**config.mk**
```make
export PLATFORM = sky130hd
export DESIGN_NAME = swrl_muldiv
export DESIGN_NICKNAME = d
export VERILOG_FILES = /design/src/rtl/swrl_pkg.sv /design/src/rtl/swrl_muldiv.sv
export SDC_FILE = /design/constraint.sdc
export NUM_CORES = 1
export LEC_CHECK = 0
export ABC_CLOCK_PERIOD_IN_PS = 8490
export BUFFER_PORTS_ARGS = -buffer_cell sky130_fd_sc_hd__buf_2
export CORE_AREA = 5 5 268 270
export DETAILED_ROUTE_END_ITERATION = 16
export DIE_AREA = 0 0 273 275
export HOLD_SLACK_MARGIN = 0.06
export PLACE_DENSITY_LB_ADDON = 0.12
export SLEW_MARGIN = 10
export SYNTH_ARGS = -nofsm -noshare
export SYNTH_HDL_FRONTEND = slang
export SYNTH_SLANG_ARGS = --single-unit
```
**constraint.sdc**
```tcl
create_clock -name clk -period 8.49 [get_ports clk]
set_input_delay 1.698 -clock clk [delete_from_list [all_inputs] [get_ports clk]]
set_output_delay 1.698 -clock clk [all_outputs]
set_load 0.1 [all_outputs]
```
**src/rtl/swrl_pkg.sv**
```systemverilog
// ----------------------------------------------------------------------------
// swrl_pkg: shared types and constants of the sliding window rate limiter
// Holds the time constants, the register index codes and the request and
// response bundles of the serial multiply-divide unit.
// ----------------------------------------------------------------------------
package swrl_pkg;

	// Time constants in nanoseconds.
	localparam logic [63:0] NS_PER_SEC = 64'd1000000000;
	localparam logic [63:0] NS_PER_MS  = 64'd1000000;

	// Width of a clamped window in ns (40 s fits in 36 bits).
	localparam int WIN_W = 36;
	localparam logic [WIN_W-1:0] WIN_LOW  = 36'd100000000;
	localparam logic [WIN_W-1:0] WIN_HIGH = 36'd40000000000;

	// Saturation value of rates and delays.
	localparam logic [30:0] INT_SAT = 31'h7FFFFFFF;

	// Register defaults applied when a setting is out of range.
	localparam logic [30:0] MIN_WIN_FLOOR   = 31'd40000;
	localparam logic [30:0] MIN_WIN_DEFAULT = 31'd1000;
	localparam logic [31:0] MAX_WIN_PAD     = 32'd4000;
	localparam logic [30:0] DELAY_DEFAULT   = 31'd1000;

	// Configuration register indexes.
	localparam logic [2:0] CFG_MIN_WINDOW  = 3'd0;
	localparam logic [2:0] CFG_MAX_WINDOW  = 3'd1;
	localparam logic [2:0] CFG_MAX_AMOUNT  = 3'd2;
	localparam logic [2:0] CFG_MAX_OPS     = 3'd3;
	localparam logic [2:0] CFG_MAX_DELAY   = 3'd4;

	// Request to the multiply-divide unit: q = (a * b) / d.
	typedef struct packed {
		logic        start;
		logic [63:0] a;
		logic [63:0] b;
		logic [63:0] d;
	} md_req_t;

	// Response of the multiply-divide unit.
	typedef struct packed {
		logic        done;
		logic        busy;
		logic [63:0] q;
	} md_rsp_t;

endpackage

```
**src/rtl/swrl_muldiv.sv**
```systemverilog
// ----------------------------------------------------------------------------
// swrl_muldiv: bit-serial multiply then divide
// Forms the exact 128-bit product a * b one bit per cycle, then divides it
// by d with a restoring divider one bit per cycle.
// A quotient that does not fit in 64 bits saturates to all ones.
// ----------------------------------------------------------------------------
module swrl_muldiv (
	input  logic               clk,
	input  logic               arst_n,
	input  swrl_pkg::md_req_t  req,
	output swrl_pkg::md_rsp_t  rsp
);

	typedef enum logic [2:0] {
		MD_IDLE = 3'b001,
		MD_MUL  = 3'b010,
		MD_DIV  = 3'b100
	} md_state_t;

	md_state_t    state_q;
	logic [6:0]   cnt_q;
	logic         done_q;
	logic [63:0]  a_q;
	logic [63:0]  b_q;
	logic [63:0]  d_q;
	logic [127:0] prod_q;
	logic [63:0]  rem_q;

	logic [64:0]  mul_sum;
	logic [64:0]  div_shift;
	logic [64:0]  div_diff;
	logic         div_ge;

	// One shift-add step and one restoring divide step.
	always_comb begin
		mul_sum   = {1'b0, prod_q[127:64]} + (b_q[0] ? {1'b0, a_q} : 65'd0);
		div_shift = {rem_q, prod_q[127]};
		div_ge    = div_shift >= {1'b0, d_q};
		div_diff  = div_shift - {1'b0, d_q};
	end

	// Sequencing of the two phases.
	always_ff @(posedge clk or negedge arst_n) begin
		if (!arst_n) begin
			state_q <= MD_IDLE;
			cnt_q   <= 7'd0;
			done_q  <= 1'b0;
		end else begin
			done_q <= 1'b0;
			unique case (state_q)
				MD_IDLE: begin
					if (req.start) begin
						cnt_q   <= 7'd0;
						state_q <= MD_MUL;
					end
				end
				MD_MUL: begin
					cnt_q <= cnt_q + 7'd1;
					if (cnt_q == 7'd63) begin
						cnt_q   <= 7'd0;
						state_q <= MD_DIV;
					end
				end
				MD_DIV: begin
					cnt_q <= cnt_q + 7'd1;
					if (cnt_q == 7'd127) begin
						state_q <= MD_IDLE;
						done_q  <= 1'b1;
					end
				end
				default: state_q <= MD_IDLE;
			endcase
		end
	end

	// Datapath shift registers.
	always_ff @(posedge clk) begin
		unique case (state_q)
			MD_IDLE: begin
				if (req.start) begin
					a_q    <= req.a;
					b_q    <= req.b;
					d_q    <= req.d;
					prod_q <= 128'd0;
				end
			end
			MD_MUL: begin
				prod_q <= {mul_sum, prod_q[63:1]};
				b_q    <= {1'b0, b_q[63:1]};
				rem_q  <= 64'd0;
			end
			MD_DIV: begin
				rem_q  <= div_ge ? div_diff[63:0] : div_shift[63:0];
				prod_q <= {prod_q[126:0], div_ge};
			end
			default: rem_q <= 64'd0;
		endcase
	end

	assign rsp.done = done_q;
	assign rsp.busy = (state_q != MD_IDLE);
	assign rsp.q    = (|prod_q[127:64]) ? {64{1'b1}} : prod_q[63:0];

endmodule

```
Yosys cells after proc, flatten, opt, wreduce, memory -nomap -nowiden
Index checks and enable logic that the tools add are counted.
Operators by class
  $add $sub $neg: 3
  multipliers: 0
  div/mod/pow operators: 0
  magnitude comparators: 1
  equality and inequality tests: 9
  shift operators: 0
  multiplexer cells: 17
  bitwise operators: 0
  reductions and logical operators: 7
Operator list (number)
  $pmux W128 S3: 1
  $mux W64: 4
  $pmux W64 S2: 2
  $mux W128: 1
  $add A64 B64 Y65: 1
  $ge A65 B64 Y1: 1
  $reduce_or A64 Y1: 1
  $sub A64 B64 Y64: 1
  $pmux W7 S3: 1
  $mux W7: 2
  $mux W3: 3
  $pmux W3 S3: 1
  $add A7 B1 Y7 const B: 1
  $eq A7 B6 Y1 const B: 1
  $eq A7 B7 Y1 const B: 1
  $ne A2 B2 Y1 const B: 3
  $reduce_and A2 Y1: 3
  $eq A3 B1 Y1 const B: 1
  $eq A3 B2 Y1 const B: 1
  $eq A3 B3 Y1 const B: 1
  $ne A3 B1 Y1 const B: 1
  $reduce_and A3 Y1: 1
  $reduce_bool A3 Y1: 1
  $mux W1: 2
  $reduce_bool A2 Y1: 1
Storage, ports and cells
  register bits: 395
  latch bits: 0
  bits in writable memories: 0
  ROM bits: 0
  input port bits: 195
  output and inout port bits: 66
  logic and storage cells: 45
  memories: 0

Logic depth before layout (Yosys ltp)
Gate-level depths: netlist of the first run.
  word-level depth: 3
  depth in mapped cells: 15
  gate-level depth less buffers: 13

Worst setup path before layout of the first run
OpenSTA, ideal clock, no wires.
  path type: input -> register
  from: in req[192] (netlist name)
  to: reg prod_q[0], enable pin
  setup time: 0.481 ns
  data arrival time: 8.182 ns
  required time: 8.009 ns
  path slack: -0.173 ns
  cell stages on the path: 4
  buffers on the path: 0
  path through: nand3b_1 a21oi_1 nor2_1 inv_1
On the way
  longest elaborated chain between the ends: 2
Ends and longest elaborated chain
  start, declared: RTL line swrl_muldiv.sv:10  | input swrl_pkg::md_req_t req,
  $ne A2 B2 Y1 (no line)
  $reduce_and A2 Y1 (no line)
  end signal, assigned: RTL line swrl_muldiv.sv:88  | prod_q <= {mul_sum, prod_q[63:1]};
  end signal, assigned: RTL line swrl_muldiv.sv:94  | prod_q <= {prod_q[126:0], div_ge};
  end, declared: RTL line swrl_muldiv.sv:26  | logic [127:0] prod_q;
No other way between the ends.
A chain may end at the register's enable or synchronous reset.

==> impl_results.html, run 1 <==
<table>
<tr><th>Metric</th><th>Value</th></tr>
<tr><th colspan="2">Outcome</th></tr>
<tr><td>Result of the run</td><td>finished, final reports clean</td></tr>
<tr><th colspan="2">Synth</th></tr>
<tr><td>Yosys warning total</td><td>0</td></tr>
<tr><td>Simple-gate area share of the yosys netlist</td><td>0.1716</td></tr>
<tr><td>Syn_nets</td><td>2,703</td></tr>
<tr><td>Most common flop cell mapped by yosys</td><td>sky130_fd_sc_hd__edfxtp_1</td></tr>
<tr><td>Main combinational cell family by area after synthesis</td><td>compound AO/OA/AOI/OAI gates</td></tr>
<tr><td>Number of flops mapped to enable cells by yosys</td><td>384</td></tr>
<tr><td>Ys async rst share</td><td>0.02785</td></tr>
<tr><td>Number of distinct standard cells referenced by the synthesized netlist</td><td>between 80 and 90</td></tr>
<tr><td>Proportion of synthesized area in mux cells</td><td>0.01716</td></tr>
<tr><td>Post-synthesis xor/xnor area fraction</td><td>0.03980</td></tr>
<tr><td>Number of instances in the synthesized netlist</td><td>approximately 2,400</td></tr>
<tr><td>Mean instance size in the synthesized netlist</td><td>between 10 and 15 µm²</td></tr>
<tr><td>Register bit count reported by yosys</td><td>395</td></tr>
<tr><td>Arithmetic-cell share of the synthesized area counting full adders, half adders and majority gates</td><td>0.06897</td></tr>
<tr><td>Proportion of synthesized chip area in sequential cells</td><td>0.4923</td></tr>
<tr><td>Post-synth design cell area</td><td>23,980 µm²</td></tr>
<tr><td>Area fraction in compound gates after synthesis</td><td>0.1743</td></tr>
<tr><th colspan="2">Clock network</th></tr>
<tr><td>Number of buffers added by the clock tree synthesis step</td><td>48</td></tr>
<tr><td>Hold Buf Count CTS</td><td>0</td></tr>
<tr><td>Insertion delay to the later sink of the worst-skew pair</td><td>slightly below 600 ps</td></tr>
<tr><td>Bufs on Longest Clock Path</td><td>3</td></tr>
<tr><td>Number of gates resized after cts</td><td>0</td></tr>
<tr><td>Postcts setup bufs</td><td>0</td></tr>
<tr><td>Clock-pin slew on the worst setup and hold paths</td><td>approximately 60 ps</td></tr>
<tr><td>Clock Sinks</td><td>395</td></tr>
<tr><td>Level count of the clock H-tree</td><td>2</td></tr>
<tr><td>TritonCTS clock tree</td><td>built</td></tr>
<tr><td>CTS root buf</td><td>sky130_fd_sc_hd__clkbuf_16</td></tr>
<tr><th colspan="2">Floorplan</th></tr>
<tr><td>Die Footprint</td><td>75,080 µm²</td></tr>
<tr><td>Effective utilization at floorplan</td><td>0.3461</td></tr>
<tr><td>Horizontal die dimension</td><td>273 µm</td></tr>
<tr><td>I/O pin cnt</td><td>261</td></tr>
<tr><td>Core Region</td><td>69,300 µm²</td></tr>
<tr><td>Cell Rows</td><td>97</td></tr>
<tr><td>Overall die height</td><td>275 µm</td></tr>
<tr><th colspan="2">STA</th></tr>
<tr><td>Tightest Pin Transition</td><td>roughly 1200 ps</td></tr>
<tr><td>Post-Route Setup TNS</td><td>0 ps</td></tr>
<tr><td>Number of hold-slack violations in the final timing report</td><td>0</td></tr>
<tr><td>RSZ-0062 raised after global routing</td><td>false</td></tr>
<tr><td># setup viols final</td><td>0</td></tr>
<tr><td>Max Clock Freq</td><td>202.6 MHz</td></tr>
<tr><td>Final worst path period need</td><td>4937 ps</td></tr>
<tr><td>Worst-case setup margin in the final layout</td><td>3553 ps</td></tr>
<tr><td>Count of pins over their slew limit</td><td>0</td></tr>
<tr><td>Final critical-path share of the clock period</td><td>0.5815</td></tr>
<tr><td>Final setup skew</td><td>15.52 ps</td></tr>
<tr><td>Slew headroom</td><td>0.2077</td></tr>
<tr><th colspan="2">Worst setup path</th></tr>
<tr><td>Critical path capture point type</td><td>output pin</td></tr>
<tr><td>Critical path type</td><td>flop to output pin</td></tr>
<tr><td>Critical Path Fanout Max</td><td>64</td></tr>
<tr><td>Arrival time at the worst endpoint</td><td>roughly 3200 ps</td></tr>
<tr><td>Category of the worst setup path launch point</td><td>flop</td></tr>
<tr><td>Data required time at the worst endpoint</td><td>6790 ps</td></tr>
<tr><th colspan="2">Power</th></tr>
<tr><td>Total leakage power</td><td>11.27 nW</td></tr>
<tr><td>Net switching fraction of the power</td><td>0.3110</td></tr>
<tr><td>Reported net switching power</td><td>between 2 and 2.5 mW</td></tr>
<tr><td>Worst VDD drop</td><td>0.1480 mV</td></tr>
<tr><td>Sequential cell fraction of total power</td><td>0.408</td></tr>
<tr><td>Total power density per cell area</td><td>~250 nW/µm²</td></tr>
<tr><td>Clock share of power</td><td>0.330</td></tr>
<tr><td>Proportion of power drawn by combinational gates</td><td>0.262</td></tr>
<tr><td>Pint</td><td>just under 5 mW</td></tr>
<tr><th colspan="2">Routing</th></tr>
<tr><td>DRC violation total after the first TritonRoute iteration</td><td>roughly 1,000</td></tr>
<tr><td>Antenna Nets Post-Route</td><td>0</td></tr>
<tr><td>Detailed-route wire length per cell</td><td>18.50 µm</td></tr>
<tr><td>Pre-antenna DRT Iters</td><td>5</td></tr>
<tr><td>Routed via count</td><td>18,470</td></tr>
<tr><td>Detail-routed via count per cell</td><td>5.187</td></tr>
<tr><td>Total wirelength of the detailed-routed design</td><td>65,890 µm</td></tr>
<tr><td>Remaining design rule violation count</td><td>0</td></tr>
<tr><th colspan="2">Run</th></tr>
<tr><td>Max_cap viols</td><td>0</td></tr>
<tr><th colspan="2">Global route</th></tr>
<tr><td>All-Layer GR Usage</td><td>0.1695</td></tr>
<tr><td>Overflow left after global routing</td><td>0</td></tr>
<tr><td>Number of antenna violations at the first check in global routing</td><td>6</td></tr>
<tr><td>Maximum number of pins on one net before global-route repair</td><td>140</td></tr>
<tr><td>Number of global-route vias before repair</td><td>18,817</td></tr>
<tr><td>First-pass GRT wire length</td><td>103,700 µm</td></tr>
<tr><th colspan="2">Final layout</th></tr>
<tr><td>Signed area change from the synthesized netlist to the final layout</td><td>16.33%</td></tr>
<tr><td>Ratio of cells with drive above 1 in the final layout</td><td>0.1480</td></tr>
<tr><td>Flip-flop and latch area</td><td>11,810 µm²</td></tr>
<tr><td>Layout Nets</td><td>between 2,000 and 3,000</td></tr>
<tr><td>Area occupied by multi-input gates</td><td>11,360 µm²</td></tr>
<tr><td>Ant diodes</td><td>0</td></tr>
<tr><td>Util after Layout</td><td>0.4026</td></tr>
<tr><td>Number of fill cells</td><td>a little under 7,000</td></tr>
<tr><th colspan="2">Place</th></tr>
<tr><td>Worst slack at placement</td><td>between 3000 and 4000 ps</td></tr>
<tr><td>Number of buffers inserted by port buffering</td><td>260</td></tr>
<tr><td>Global placer's final weighted congestion</td><td>~0.88</td></tr>
<tr><td>Placed wire-length estimate after detailed placement</td><td>47,780 µm</td></tr>
<tr><th colspan="2">Hold path</th></tr>
<tr><td>Worst Hold Class</td><td>flop to flop</td></tr>
</table>
-- cell usage in the layout (no fill, tap or decap), types with 16 or more instances in the layout --
cell and count:
sky130_fd_sc_hd__o21bai_1 27, sky130_fd_sc_hd__o21ai_0 133, sky130_fd_sc_hd__ha_1 129, sky130_fd_sc_hd__edfxtp_1 384
sky130_fd_sc_hd__mux2i_1 40, sky130_fd_sc_hd__nand2b_1 75, sky130_fd_sc_hd__nor2_1 135, sky130_fd_sc_hd__xor2_1 37
sky130_fd_sc_hd__a211oi_1 26, sky130_fd_sc_hd__a22o_1 73, sky130_fd_sc_hd__buf_2 260, sky130_fd_sc_hd__nor4_1 21
sky130_fd_sc_hd__nor3_1 36, sky130_fd_sc_hd__a31oi_1 17, sky130_fd_sc_hd__o31ai_1 16, sky130_fd_sc_hd__and2_1 80
sky130_fd_sc_hd__xnor2_1 72, sky130_fd_sc_hd__clkbuf_16 50, sky130_fd_sc_hd__o21a_1 22, sky130_fd_sc_hd__nand3_1 43
sky130_fd_sc_hd__a21oi_1 148, sky130_fd_sc_hd__inv_1 97, sky130_fd_sc_hd__a21o_1 73, sky130_fd_sc_hd__nand2_1 369
sky130_fd_sc_hd__nand4_1 33, sky130_fd_sc_hd__and3_1 16
-- final timing paths --
check                                               end  cells after the start                   from  slack [ps]
worst max-delay path                            rsp[54]                      6   prod_q[95]$_DFFE_PP_        3550
worst min-delay path               cnt_q[4]$_DFFE_PN0P_                      1   cnt_q[4]$_DFFE_PN0P_         490
worst max register to register  rem_q[58]$_SDFFCE_PN0N_                     14  prod_q[127]$_DFFE_PP_        3690
worst min register to register     cnt_q[4]$_DFFE_PN0P_                      1   cnt_q[4]$_DFFE_PN0P_         490
max in group asynchronous        state_q[0]$_DFFE_PN1P_                      1                 arst_n        7260
min in group asynchronous              done_q$_DFF_PN0_                      1                 arst_n         960
-- cells in the mapped netlist (11+ instances only) --
cell type | count | area [µm²]
sky130_fd_sc_hd__nor4_1 | 22 | 137.6
sky130_fd_sc_hd__and2_1 | 80 | 500.5
sky130_fd_sc_hd__nand4_1 | 33 | 206.5
sky130_fd_sc_hd__and3_1 | 16 | 100.1
sky130_fd_sc_hd__clkbuf_1 | 95 | 356.6
sky130_fd_sc_hd__nand2b_1 | 75 | 469.2
sky130_fd_sc_hd__a211oi_1 | 26 | 195.2
sky130_fd_sc_hd__edfxtp_1 | 384 | 11530
sky130_fd_sc_hd__o21ai_0 | 133 | 665.6
sky130_fd_sc_hd__xor2_1 | 37 | 324.1
sky130_fd_sc_hd__nor3_1 | 36 | 180.2
sky130_fd_sc_hd__nand2_1 | 369 | 1385
sky130_fd_sc_hd__nand3_1 | 43 | 215.2
sky130_fd_sc_hd__inv_1 | 98 | 367.9
sky130_fd_sc_hd__ha_1 | 129 | 1614
sky130_fd_sc_hd__nor2b_1 | 11 | 68.82
sky130_fd_sc_hd__o21bai_1 | 27 | 202.7
sky130_fd_sc_hd__a21o_1 | 73 | 548.0
sky130_fd_sc_hd__a31oi_1 | 17 | 106.4
sky130_fd_sc_hd__xnor2_1 | 72 | 630.6
sky130_fd_sc_hd__o31ai_1 | 16 | 120.1
sky130_fd_sc_hd__a22o_1 | 73 | 639.4
sky130_fd_sc_hd__a21oi_1 | 149 | 745.7
sky130_fd_sc_hd__o21a_1 | 22 | 165.2
sky130_fd_sc_hd__mux2i_1 | 40 | 400.4
sky130_fd_sc_hd__nor2_1 | 136 | 510.5
-- critical path, stage by stage (launching register included) --
cell                       delay (ps)
sky130_fd_sc_hd__edfxtp_1         440
sky130_fd_sc_hd__nor4_1           590
sky130_fd_sc_hd__nand4_1          240
sky130_fd_sc_hd__nor4_2           340
sky130_fd_sc_hd__buf_4            530
sky130_fd_sc_hd__nand2b_1         140
sky130_fd_sc_hd__buf_2            320
-- cell families after synthesis --
logic type,Yosys count
buffers and inverters,215
adders and majority gates,131
AOI/OAI and AO/OA,620
muxes,41
xor gates and xnor gates,109
DFF,395
and+or+nand+nor,866
-- power by group through the flow --
stage	Combinational, mW	Clock [mW]	Sequential (mW)
global placement	1.81	0	2.90
CTS	1.83	2.40	2.87
detailed placement	1.82	0	2.90
floorplan	1.42	0	2.75
finish	1.83	2.31	2.86
global route	2.05	2.47	2.90
-- per-layer routing --
metal  up-vias  track usage  part of all wire
met2       368       0.2903              0.48
met5         -            0           0.00067
met4         6      0.04500             0.024
met3       107      0.02800             0.041
li1       9136            -                 -
met1      8853       0.2244              0.46
-- flip-flops by register name, summed over array words and instances (netlist names) --
name / count
a_q: 64
b_q: 64
cnt_q: 7
d_q: 64
done_q: 1
prod_q: 128
rem_q: 64
state_q: 3
-- stage by stage --
| stage | instances | area [µm²] | hold slack [ps] | power (mW) |
|---|---|---|---|---|
| 3_5_place_dp | 3475 | 26140 | 487.6 | 4.721 |
| 4_1_cts | 3561 | 27900 | 500.4 | 7.093 |
| 5_1_grt | 3561 | 27900 | 527.1 | 7.410 |
| 2_1_floorplan | 2377 | 23990 | 450.9 | 4.171 |
| 3_3_place_gp | 3475 | 26140 | 486.8 | 4.710 |
| 6_report | 3561 | 27900 | 493.6 | 7.007 |
-- final cells by class --
class | instances | area share
inverter | 98 | 0.01327
multi-input combinational | 1767 | 0.4071
tap | 940 | 0.04215
sequential | 395 | 0.4232
clock buffer | 53 | 0.04525
timing repair buffer | 275 | 0.05112
clock inverter | 33 | 0.01794
Note: power is estimated with default switching activity, not from simulation.
==> run 2, diff against run 1 <==
ABC_AREA = 1   (was not set)
ABC_CLOCK_PERIOD_IN_PS = 4350   (was 8490)
CORE_AREA = 5 5 290 292   (was 5 5 268 270)
DIE_AREA = 0 0 295 297   (was 0 0 273 275)
clock period = 4.35 ns   (was 8.49 ns; I/O delays follow)
==> run 2 against run 1 <==
  * Clock power is 72% higher
  * Flip-flop and latch count stayed put
  * Cell area is 16% higher
  * Utilization is 0.49 points lower
  * Die area is 17% higher
  * First-iteration DRC count is 48% higher
  * Total power grew to 3.4 times the previous value
  * Highest routed layer unchanged
==> impl_results.html, run 2 <==
<table>
<tr><th>Metric</th><th>Value</th></tr>
<tr><th colspan="2">Routing</th></tr>
<tr><td>DRC violation total after the first TritonRoute iteration</td><td>1,515 (+48%)</td></tr>
<tr><td>Total wirelength of the detailed-routed design</td><td>92,030 µm (+40%)</td></tr>
<tr><td>Routed via count</td><td>25,277 (+37%)</td></tr>
<tr><td>Pre-antenna DRT Iters</td><td>5 (unchanged)</td></tr>
<tr><td>Detail-routed via count per cell</td><td>4.688 (-9.6%)</td></tr>
<tr><td>Remaining design rule violation count</td><td>0 (unchanged)</td></tr>
<tr><td>Detailed-route wire length per cell</td><td>17.07 µm (-7.8%)</td></tr>
<tr><td>Antenna Nets Post-Route</td><td>0 (unchanged)</td></tr>
<tr><th colspan="2">Synth</th></tr>
<tr><td>Post-synth design cell area</td><td>28,220 µm² (+18%)</td></tr>
<tr><td>Proportion of synthesized chip area in sequential cells</td><td>0.4184 (-0.07391)</td></tr>
<tr><td>Yosys top cell area share</td><td>0.4086 (-0.07218)</td></tr>
<tr><td>Number of distinct standard cells referenced by the synthesized netlist</td><td>48 (-44%)</td></tr>
<tr><td>Most common flop cell mapped by yosys</td><td>sky130_fd_sc_hd__edfxtp_1</td></tr>
<tr><td>Count leader, synth</td><td>sky130_fd_sc_hd__nand2_1</td></tr>
<tr><td>Syn_nets</td><td>4,349 (+61%)</td></tr>
<tr><td>Number of instances in the synthesized netlist</td><td>4,023 (+69%)</td></tr>
<tr><td>Ys async rst share</td><td>0.02785 (unchanged)</td></tr>
<tr><td>Top post-synthesis cells by area</td><td>sky130_fd_sc_hd__edfxtp_1, sky130_fd_sc_hd__nand2_1, sky130_fd_sc_hd__inv_1, sky130_fd_sc_hd__ha_1, sky130_fd_sc_hd__nor2_1</td></tr>
<tr><td>Register bit count reported by yosys</td><td>395 (unchanged)</td></tr>
<tr><td>Yosys warning total</td><td>0 (unchanged)</td></tr>
<tr><td>Cell taking the most area after synthesis</td><td>sky130_fd_sc_hd__edfxtp_1</td></tr>
<tr><td>Number of flops mapped to enable cells by yosys</td><td>384 (unchanged)</td></tr>
<tr><td>Most numerous cell types in the synthesized netlist</td><td>sky130_fd_sc_hd__nand2_1, sky130_fd_sc_hd__inv_1, sky130_fd_sc_hd__edfxtp_1</td></tr>
<tr><td>Mean instance size in the synthesized netlist</td><td>7.015 µm² (-30%)</td></tr>
<tr><th colspan="2">STA</th></tr>
<tr><td>Number of hold-slack violations in the final timing report</td><td>0 (unchanged)</td></tr>
<tr><td>Final worst path period need</td><td>4126 ps</td></tr>
<tr><td>Max Clock Freq</td><td>~240 MHz</td></tr>
<tr><td># setup viols final</td><td>0 (unchanged)</td></tr>
<tr><td>Worst hold slack across all endpoints</td><td>406.5 ps (-87.11 ps)</td></tr>
<tr><td>Slew headroom</td><td>0.3750 (+0.1672)</td></tr>
<tr><td>Worst-case setup margin in the final layout</td><td>224.2 ps (-3329 ps)</td></tr>
<tr><td>Count of pins over their slew limit</td><td>0 (unchanged)</td></tr>
<tr><td>RSZ-0062 raised after global routing</td><td>false</td></tr>
<tr><td>Final critical-path share of the clock period</td><td>0.9485</td></tr>
<tr><td>Final setup skew</td><td>42.40 ps (+26.88 ps)</td></tr>
<tr><td>Post-Route Setup TNS</td><td>0 ps (unchanged)</td></tr>
<tr><td>Tightest Pin Transition</td><td>937.5 ps (-250.8 ps)</td></tr>
<tr><th colspan="2">Final layout</th></tr>
<tr><td>Register name with the most flops</td><td>prod_q</td></tr>
<tr><td>Commonest cells after routing, fill and taps aside</td><td>sky130_fd_sc_hd__nand2_1, sky130_fd_sc_hd__inv_1, sky130_fd_sc_hd__edfxtp_1</td></tr>
<tr><td>Layout Nets</td><td>4,603 (+58%)</td></tr>
<tr><td>Commonest non-fill, non-tap cell in the layout</td><td>sky130_fd_sc_hd__nand2_1</td></tr>
<tr><td>Final cell count without fillers</td><td>5,392 (+51%)</td></tr>
<tr><td>Number of fill cells</td><td>8,761 (+27%)</td></tr>
<tr><td>Ratio of cells with drive above 1 in the final layout</td><td>0.1040 (-0.04405)</td></tr>
<tr><td>Flip-flop count of the largest register after layout</td><td>128 (unchanged)</td></tr>
<tr><td>Signed area change from the synthesized netlist to the final layout</td><td>14.60%</td></tr>
<tr><th colspan="2">Power</th></tr>
<tr><td>Final total power</td><td>23.98 mW (+240%)</td></tr>
<tr><td>Total power density per cell area</td><td>741.4 nW/µm² (+200%)</td></tr>
<tr><td>Total leakage power</td><td>16.42 nW (+46%)</td></tr>
<tr><td>Worst VDD drop</td><td>0.3562 mV (+140%)</td></tr>
<tr><th colspan="2">Worst setup path</th></tr>
<tr><td>Crit path buf inv count</td><td>2 (unchanged)</td></tr>
<tr><td>Slowest stage cell, crit path</td><td>sky130_fd_sc_hd__nor4_1</td></tr>
<tr><td>Top delay family on crit path</td><td>simple AND/OR/NAND/NOR gates</td></tr>
<tr><td>Critical path type</td><td>flop to output pin</td></tr>
<tr><td>Critical path capture point type</td><td>output pin</td></tr>
<tr><td>Category of the worst setup path launch point</td><td>flop</td></tr>
<tr><td>Crit path cell chain</td><td>nor4_1 -&gt; nand4_1 -&gt; nor4_4 -&gt; buf_6 -&gt; nand2_1 -&gt; buf_2</td></tr>
<tr><td>Arrival time at the worst endpoint</td><td>3260 ps (+20 ps)</td></tr>
<tr><td>Largest stage delay, worst path</td><td>530 ps (-60 ps)</td></tr>
<tr><td>Critical Path Fanout Max</td><td>64 (unchanged)</td></tr>
<tr><td>Data required time at the worst endpoint</td><td>3480 ps (-3310 ps)</td></tr>
<tr><th colspan="2">Clock network</th></tr>
<tr><td>Clock-pin slew on the worst setup and hold paths</td><td>60 ps (about the same)</td></tr>
<tr><td>Postcts setup bufs</td><td>0 (unchanged)</td></tr>
<tr><td>Number of buffers added by the clock tree synthesis step</td><td>50 (+4.2%)</td></tr>
<tr><td>Clock Sinks</td><td>395 (unchanged)</td></tr>
<tr><td>TritonCTS clock tree</td><td>built</td></tr>
<tr><td>Insertion delay to the later sink of the worst-skew pair</td><td>640 ps (+50 ps)</td></tr>
<tr><td>Level count of the clock H-tree</td><td>2 (unchanged)</td></tr>
<tr><td>Bufs on Longest Clock Path</td><td>3 (unchanged)</td></tr>
<tr><td>CTS root buf</td><td>sky130_fd_sc_hd__clkbuf_16</td></tr>
<tr><th colspan="2">Floorplan</th></tr>
<tr><td>Die Footprint</td><td>87,620 µm² (+17%)</td></tr>
<tr><td>Overall die height</td><td>297 µm (+8.0%)</td></tr>
<tr><td>Core Region</td><td>81,320 µm² (+17%)</td></tr>
<tr><td>Effective utilization at floorplan</td><td>0.3470 (+0.0009346)</td></tr>
<tr><td>Cell Rows</td><td>105 (+8.2%)</td></tr>
<tr><td>Horizontal die dimension</td><td>295 µm (+8.1%)</td></tr>
<tr><td>I/O pin cnt</td><td>261 (unchanged)</td></tr>
<tr><th colspan="2">Place</th></tr>
<tr><td>Number of buffers inserted by port buffering</td><td>260 (unchanged)</td></tr>
<tr><td>Worst slack at placement</td><td>653.4 ps (-2930 ps)</td></tr>
<tr><td>Inst Count DP</td><td>5,294 (+52%)</td></tr>
<tr><td>Placed wire-length estimate after detailed placement</td><td>71,700 µm (+50%)</td></tr>
<tr><td>Global placer's final weighted congestion</td><td>0.9720 (+10%)</td></tr>
<tr><th colspan="2">Run</th></tr>
<tr><td>Max_cap viols</td><td>0 (unchanged)</td></tr>
<tr><th colspan="2">Outcome</th></tr>
<tr><td>Result of the run</td><td>finished, final reports clean</td></tr>
<tr><th colspan="2">Global route</th></tr>
<tr><td>Number of antenna violations at the first check in global routing</td><td>8 (+2)</td></tr>
<tr><td>All-Layer GR Usage</td><td>0.2037 (+0.03415)</td></tr>
<tr><td>Number of global-route vias before repair</td><td>24,680 (+31%)</td></tr>
<tr><td>Maximum number of pins on one net before global-route repair</td><td>136 (-2.9%)</td></tr>
<tr><td>Overflow left after global routing</td><td>0 (unchanged)</td></tr>
<tr><td>First-pass GRT wire length</td><td>140,900 µm (+36%)</td></tr>
<tr><th colspan="2">Hold path</th></tr>
<tr><td>Worst Hold Class</td><td>input pin to flop</td></tr>
</table>
[run 2: cell types whose count changed after synthesis, moves of 40 or more]
cell / delta
sky130_fd_sc_hd__a21o_1: -72
sky130_fd_sc_hd__a22o_1: -73
sky130_fd_sc_hd__and2_1: -71
sky130_fd_sc_hd__clkbuf_1: -42
sky130_fd_sc_hd__inv_1: +657
sky130_fd_sc_hd__mux2i_1: -40
sky130_fd_sc_hd__nand2_1: +1224
sky130_fd_sc_hd__nand2b_1: -75
sky130_fd_sc_hd__nand3_1: +99
sky130_fd_sc_hd__nand3b_1: +51
sky130_fd_sc_hd__nor2_1: +200
sky130_fd_sc_hd__o21ai_0: -53
sky130_fd_sc_hd__o22ai_1: +55
sky130_fd_sc_hd__xnor2_1: -66
[run 2: where the power goes]
| group | leakage, nW | total [mW] | internal (mW) | switching, mW |
|---|---|---|---|---|
| Combinational | 11.8 | 13.0 | 3.74 | 9.26 |
| Sequential | 3.88 | 7.00 | 6.30 | 0.706 |
| Clock | 0.758 | 3.97 | 2.20 | 1.77 |
[run 2: timing repair]
action,in CTS,in global routing
endpoints found under the hold margin,5,0
resized for setup,1,1
setup endpoints to repair,64,64
hold buffers,1,0
[run 2: path summary, 6_finish.rpt]
kind | depth (start not counted) | slack (ps) | from | end
hold reg to reg | 1 | 470 | cnt_q[5]$_DFFE_PN0P_ | cnt_q[5]$_DFFE_PN0P_
min in group asynchronous | 2 | 660 | arst_n | state_q[2]$_DFFE_PN0P_
setup / recovery | 6 | 220 | prod_q[120]$_DFFE_PP_ | rsp[32]
hold / removal | 1 | 410 | req[132] | a_q[4]$_DFFE_PP_
setup reg to reg | 16 | 970 | b_q[0]$_DFFE_PP_ | prod_q[109]$_DFFE_PP_
max in group asynchronous | 2 | 3420 | arst_n | state_q[0]$_DFFE_PN1P_
[run 2: cell type report]
cell class | instances | area (µm²) | share of cell area
repair buffers | 283 | 1530 | 0.04731
inverters | 782 | 2938 | 0.09084
well taps | 1070 | 1339 | 0.04139
diodes | 4 | 10.01 | 0.0003095
multi-input cells | 2765 | 13150 | 0.4064
clock buffers | 59 | 1285 | 0.03973
clock inverters | 34 | 287.8 | 0.008898
flip-flops and latches | 395 | 11810 | 0.3651
[run 2: cell families (layout without fill, tap and decap cells)]
kind of cell,Yosys count,after routing,share of synthesized area
xor+xnor,36,36,0.01117
simple gates,2277,2277,0.3312
compound gates,321,321,0.06274
other cells,0,4,0
buf+inv,863,1158,0.1179
flops,395,395,0.4184
fa+ha+maj,131,131,0.05861
[run 2: through the flow]
stage,utilization,area (µm²)
5_1_grt,0.3977,32340
3_5_place_dp,0.3780,30740
6_report,0.3977,32340
3_3_place_gp,0.3780,30740
2_1_floorplan,-,28260
4_1_cts,0.3975,32330
[run 2: routing by layer]
layer  global-route usage  vias to the layer above  wire length [µm]
met5                    0                        -                 7
met4              0.06810                        2              3270
met3              0.02792                      146              4324
met2               0.3494                      550             43900
met1               0.2648                    11488             40530
li1                     -                    13091                 -
==> run 3, diff against run 2 <==
==> constraint.sdc (replaced) <==
create_clock -name clk -period 4.35 [get_ports clk]
set_input_delay 0 -clock clk [delete_from_list [all_inputs] [get_ports clk]]
set_output_delay 0 -clock clk [all_outputs]
set_load 0.1 [all_outputs]
==> run 3 against run 2 <==
  * Worst hold slack lost 300 ps
  * Critical path depth is the same
  * Critical path type unchanged
  * Largest cell class unchanged
  * Count of clock-buffer cells in the layout is 9 higher
  * Maximum frequency rose by 13%
  * Global-route usage grew 0.33 points
  * Cell area increased by 7.6%
==> impl_results.html, run 3 (same netlist as run 2, synthesis figures left out) <==
<table>
<tr><th>Metric</th><th>Value</th></tr>
<tr><th colspan="2">Outcome</th></tr>
<tr><td>Result of the run</td><td>finished, final reports clean</td></tr>
<tr><th colspan="2">Routing</th></tr>
<tr><td>Total wirelength of the detailed-routed design</td><td>93,700 µm (+1.8%)</td></tr>
<tr><td>Detail-routed via count per cell</td><td>4.638 (-1.1%)</td></tr>
<tr><td>Antenna Nets Post-Route</td><td>0 (unchanged)</td></tr>
<tr><td>Detailed-route wire length per cell</td><td>16.65 µm (-2.5%)</td></tr>
<tr><td>Remaining design rule violation count</td><td>0 (unchanged)</td></tr>
<tr><td>DRC violation total after the first TritonRoute iteration</td><td>1,478 (-2.4%)</td></tr>
<tr><td>Routed via count</td><td>26,110 (+3.3%)</td></tr>
<tr><td>Pre-antenna DRT Iters</td><td>5 (unchanged)</td></tr>
<tr><th colspan="2">Global route</th></tr>
<tr><td>Number of global-route vias before repair</td><td>26,177 (+6.1%)</td></tr>
<tr><td>Number of antenna violations at the first check in global routing</td><td>2 (-6)</td></tr>
<tr><td>All-Layer GR Usage</td><td>0.2070 (+0.003282)</td></tr>
<tr><td>Maximum number of pins on one net before global-route repair</td><td>129 (-5.1%)</td></tr>
<tr><td>First-pass GRT wire length</td><td>144,500 µm (+2.5%)</td></tr>
<tr><td>Overflow left after global routing</td><td>0 (unchanged)</td></tr>
<tr><th colspan="2">Final layout</th></tr>
<tr><td>Commonest non-fill, non-tap cell in the layout</td><td>sky130_fd_sc_hd__nand2_1</td></tr>
<tr><td>Signed area change from the synthesized netlist to the final layout</td><td>23.27%</td></tr>
<tr><td>Final cell count without fillers</td><td>5,629 (+4.4%)</td></tr>
<tr><td>Layout Nets</td><td>4,844 (+5.2%)</td></tr>
<tr><td>Commonest cells after routing, fill and taps aside</td><td>sky130_fd_sc_hd__nand2_1, sky130_fd_sc_hd__inv_1, sky130_fd_sc_hd__edfxtp_1</td></tr>
<tr><td>Ratio of cells with drive above 1 in the final layout</td><td>0.09675 (-0.007230)</td></tr>
<tr><td>Flip-flop count of the largest register after layout</td><td>128 (unchanged)</td></tr>
<tr><td>Register name with the most flops</td><td>prod_q</td></tr>
<tr><th colspan="2">Power</th></tr>
<tr><td>Pint</td><td>12.54 mW (+2.5%)</td></tr>
<tr><td>Proportion of power drawn by combinational gates</td><td>0.540 (-0.002)</td></tr>
<tr><td>Worst VDD drop</td><td>0.4779 mV (+34%)</td></tr>
<tr><td>Clock share of power</td><td>0.170 (+0.004)</td></tr>
<tr><td>Sequential cell fraction of total power</td><td>0.290 (-0.002)</td></tr>
<tr><td>Reported net switching power</td><td>11.66 mW (-0.69%)</td></tr>
<tr><td>Net switching fraction of the power</td><td>0.4819 (-0.007783)</td></tr>
<tr><td>Total power density per cell area</td><td>695.6 nW/µm² (-6.2%)</td></tr>
<tr><td>Total leakage power</td><td>17.44 nW (+6.2%)</td></tr>
<tr><th colspan="2">STA</th></tr>
<tr><td>Worst-case setup margin in the final layout</td><td>698.1 ps (+473.9 ps)</td></tr>
<tr><td>Tightest Pin Transition</td><td>942.3 ps (+4.717 ps)</td></tr>
<tr><td>Max Clock Freq</td><td>273.8 MHz (+13%)</td></tr>
<tr><td>Final worst path period need</td><td>3652 ps (-473.9 ps)</td></tr>
<tr><td>Slew headroom</td><td>0.3718 (-0.003144)</td></tr>
<tr><td>RSZ-0062 raised after global routing</td><td>false</td></tr>
<tr><td>Number of hold-slack violations in the final timing report</td><td>0 (unchanged)</td></tr>
<tr><td>Final critical-path share of the clock period</td><td>0.8395 (-0.1089)</td></tr>
<tr><td>Post-Route Setup TNS</td><td>0 ps (unchanged)</td></tr>
<tr><td>Final setup skew</td><td>54.12 ps (+11.72 ps)</td></tr>
<tr><td>Count of pins over their slew limit</td><td>0 (unchanged)</td></tr>
<tr><td># setup viols final</td><td>0 (unchanged)</td></tr>
<tr><td>Worst hold slack across all endpoints</td><td>104.1 ps (-302.4 ps)</td></tr>
<tr><th colspan="2">Worst setup path</th></tr>
<tr><td>Slowest stage cell, crit path</td><td>sky130_fd_sc_hd__nor4_1</td></tr>
<tr><td>Largest stage delay, worst path</td><td>560 ps (+30 ps)</td></tr>
<tr><td>Category of the worst setup path launch point</td><td>flop</td></tr>
<tr><td>Worst reg2reg setup slack</td><td>1080 ps (+110 ps)</td></tr>
<tr><td>Length in cells of the worst reg-to-reg path</td><td>15 (-1)</td></tr>
<tr><td>Crit path cell chain</td><td>nor4_1 -&gt; nand4_1 -&gt; nor4_4 -&gt; buf_4 -&gt; nand2_1 -&gt; buf_2</td></tr>
<tr><td>Data required time at the worst endpoint</td><td>4350 ps (+870 ps)</td></tr>
<tr><td>Arrival time at the worst endpoint</td><td>3650 ps (+390 ps)</td></tr>
<tr><td>Critical path type</td><td>flop to output pin</td></tr>
<tr><td>Critical path capture point type</td><td>output pin</td></tr>
<tr><td>Critical Path Fanout Max</td><td>64 (unchanged)</td></tr>
<tr><th colspan="2">Clock network</th></tr>
<tr><td>Bufs on Longest Clock Path</td><td>3 (unchanged)</td></tr>
<tr><td>CTS root buf</td><td>sky130_fd_sc_hd__clkbuf_16</td></tr>
<tr><td>Number of buffers added by the clock tree synthesis step</td><td>50 (unchanged)</td></tr>
<tr><td>Clock Sinks</td><td>395 (unchanged)</td></tr>
<tr><td>TritonCTS clock tree</td><td>built</td></tr>
<tr><td>Level count of the clock H-tree</td><td>2 (unchanged)</td></tr>
<tr><td>Clock-pin slew on the worst setup and hold paths</td><td>60 ps (about the same)</td></tr>
<tr><td>Number of gates resized after cts</td><td>0 (-1)</td></tr>
<tr><td>Insertion delay to the later sink of the worst-skew pair</td><td>630 ps (about the same)</td></tr>
<tr><th colspan="2">Run</th></tr>
<tr><td>Max_cap viols</td><td>0 (unchanged)</td></tr>
<tr><th colspan="2">Place</th></tr>
<tr><td>Global placer's final weighted congestion</td><td>0.9717 (about the same)</td></tr>
<tr><td>Placed wire-length estimate after detailed placement</td><td>71,120 µm (-0.81%)</td></tr>
<tr><td>Number of buffers inserted by port buffering</td><td>260 (unchanged)</td></tr>
<tr><td>Inst Count DP</td><td>5,291 (-0.057%)</td></tr>
<tr><td>Worst slack at placement</td><td>1052 ps (+398.5 ps)</td></tr>
<tr><th colspan="2">Floorplan</th></tr>
<tr><td>Core Region</td><td>81,320 µm² (unchanged)</td></tr>
<tr><td>Effective utilization at floorplan</td><td>0.3470 (unchanged)</td></tr>
<tr><td>Horizontal die dimension</td><td>295 µm (unchanged)</td></tr>
<tr><td>Cell Rows</td><td>105 (unchanged)</td></tr>
<tr><td>I/O pin cnt</td><td>261 (unchanged)</td></tr>
<tr><td>Overall die height</td><td>297 µm (unchanged)</td></tr>
<tr><td>Die Footprint</td><td>87,620 µm² (unchanged)</td></tr>
<tr><th colspan="2">Hold path</th></tr>
<tr><td>Depth of the worst hold-timing path</td><td>2 (+1)</td></tr>
<tr><td>Worst Hold Class</td><td>input pin to flop</td></tr>
</table>
run 3: repair_timing:
action	CTS	global route
hold endpoints to repair	207	0
hold buffers	245	0
buffers inserted	0	0
run 3: stage by stage:
step	area [µm²]	utilization	power (mW)
after floorplan	28260	-	16.01
after global placement	30720	0.3777	19.98
after detailed placement	30720	0.3777	19.96
after CTS	34790	0.4278	24.43
after global routing	34790	0.4278	26.31
final	34790	0.4278	24.20
run 3: final cells by class:
class	instances	area, µm²
diodes	1	2.502
clock buffers	68	1349
clock inverters	24	267.8
fillers	8665	46530
inverters	782	2938
multi-input cells	2765	13140
flip-flops and latches	395	11810
well taps	1070	1339
repair buffers	524	3946
run 3: layer usage:
layer	track usage	vias up	share of wire
met4	0.06944	0	0.035
met1	0.2678	11856	0.44
li1	-	13572	-
met5	0	-	0
met2	0.3607	548	0.48
met3	0.02247	134	0.038
run 3: power by group through the flow:
stage	Combinational, mW	Sequential, mW	Clock (mW)
detailed placement	12.9	7.07	0
global route	14.7	7.17	4.44
global placement	12.9	7.06	0
floorplan	9.17	6.85	0
finish	13.1	7.01	4.12
CTS	13.1	7.02	4.28
run 3: path summary, 6_finish.rpt:
path	start	to
worst max-delay path	prod_q[113]$_DFFE_PP_	rsp[45]
worst min-delay path	req[130]	a_q[2]$_DFFE_PP_
worst max register to register	b_q[0]$_DFFE_PP_	prod_q[89]$_DFFE_PP_
worst min register to register	cnt_q[5]$_DFFE_PN0P_	cnt_q[5]$_DFFE_PN0P_
max in group asynchronous	arst_n	state_q[0]$_DFFE_PN1P_
min in group asynchronous	arst_n	state_q[2]$_DFFE_PN0P_
run 3: worst max-delay path: cells and delay by family (launching register included):
| kind | cells | cell delay, ps |
|---|---|---|
| AND/OR/NAND/NOR | 4 | 1570 |
| buffers and inverters | 2 | 900 |
| flip-flops | 1 | 490 |
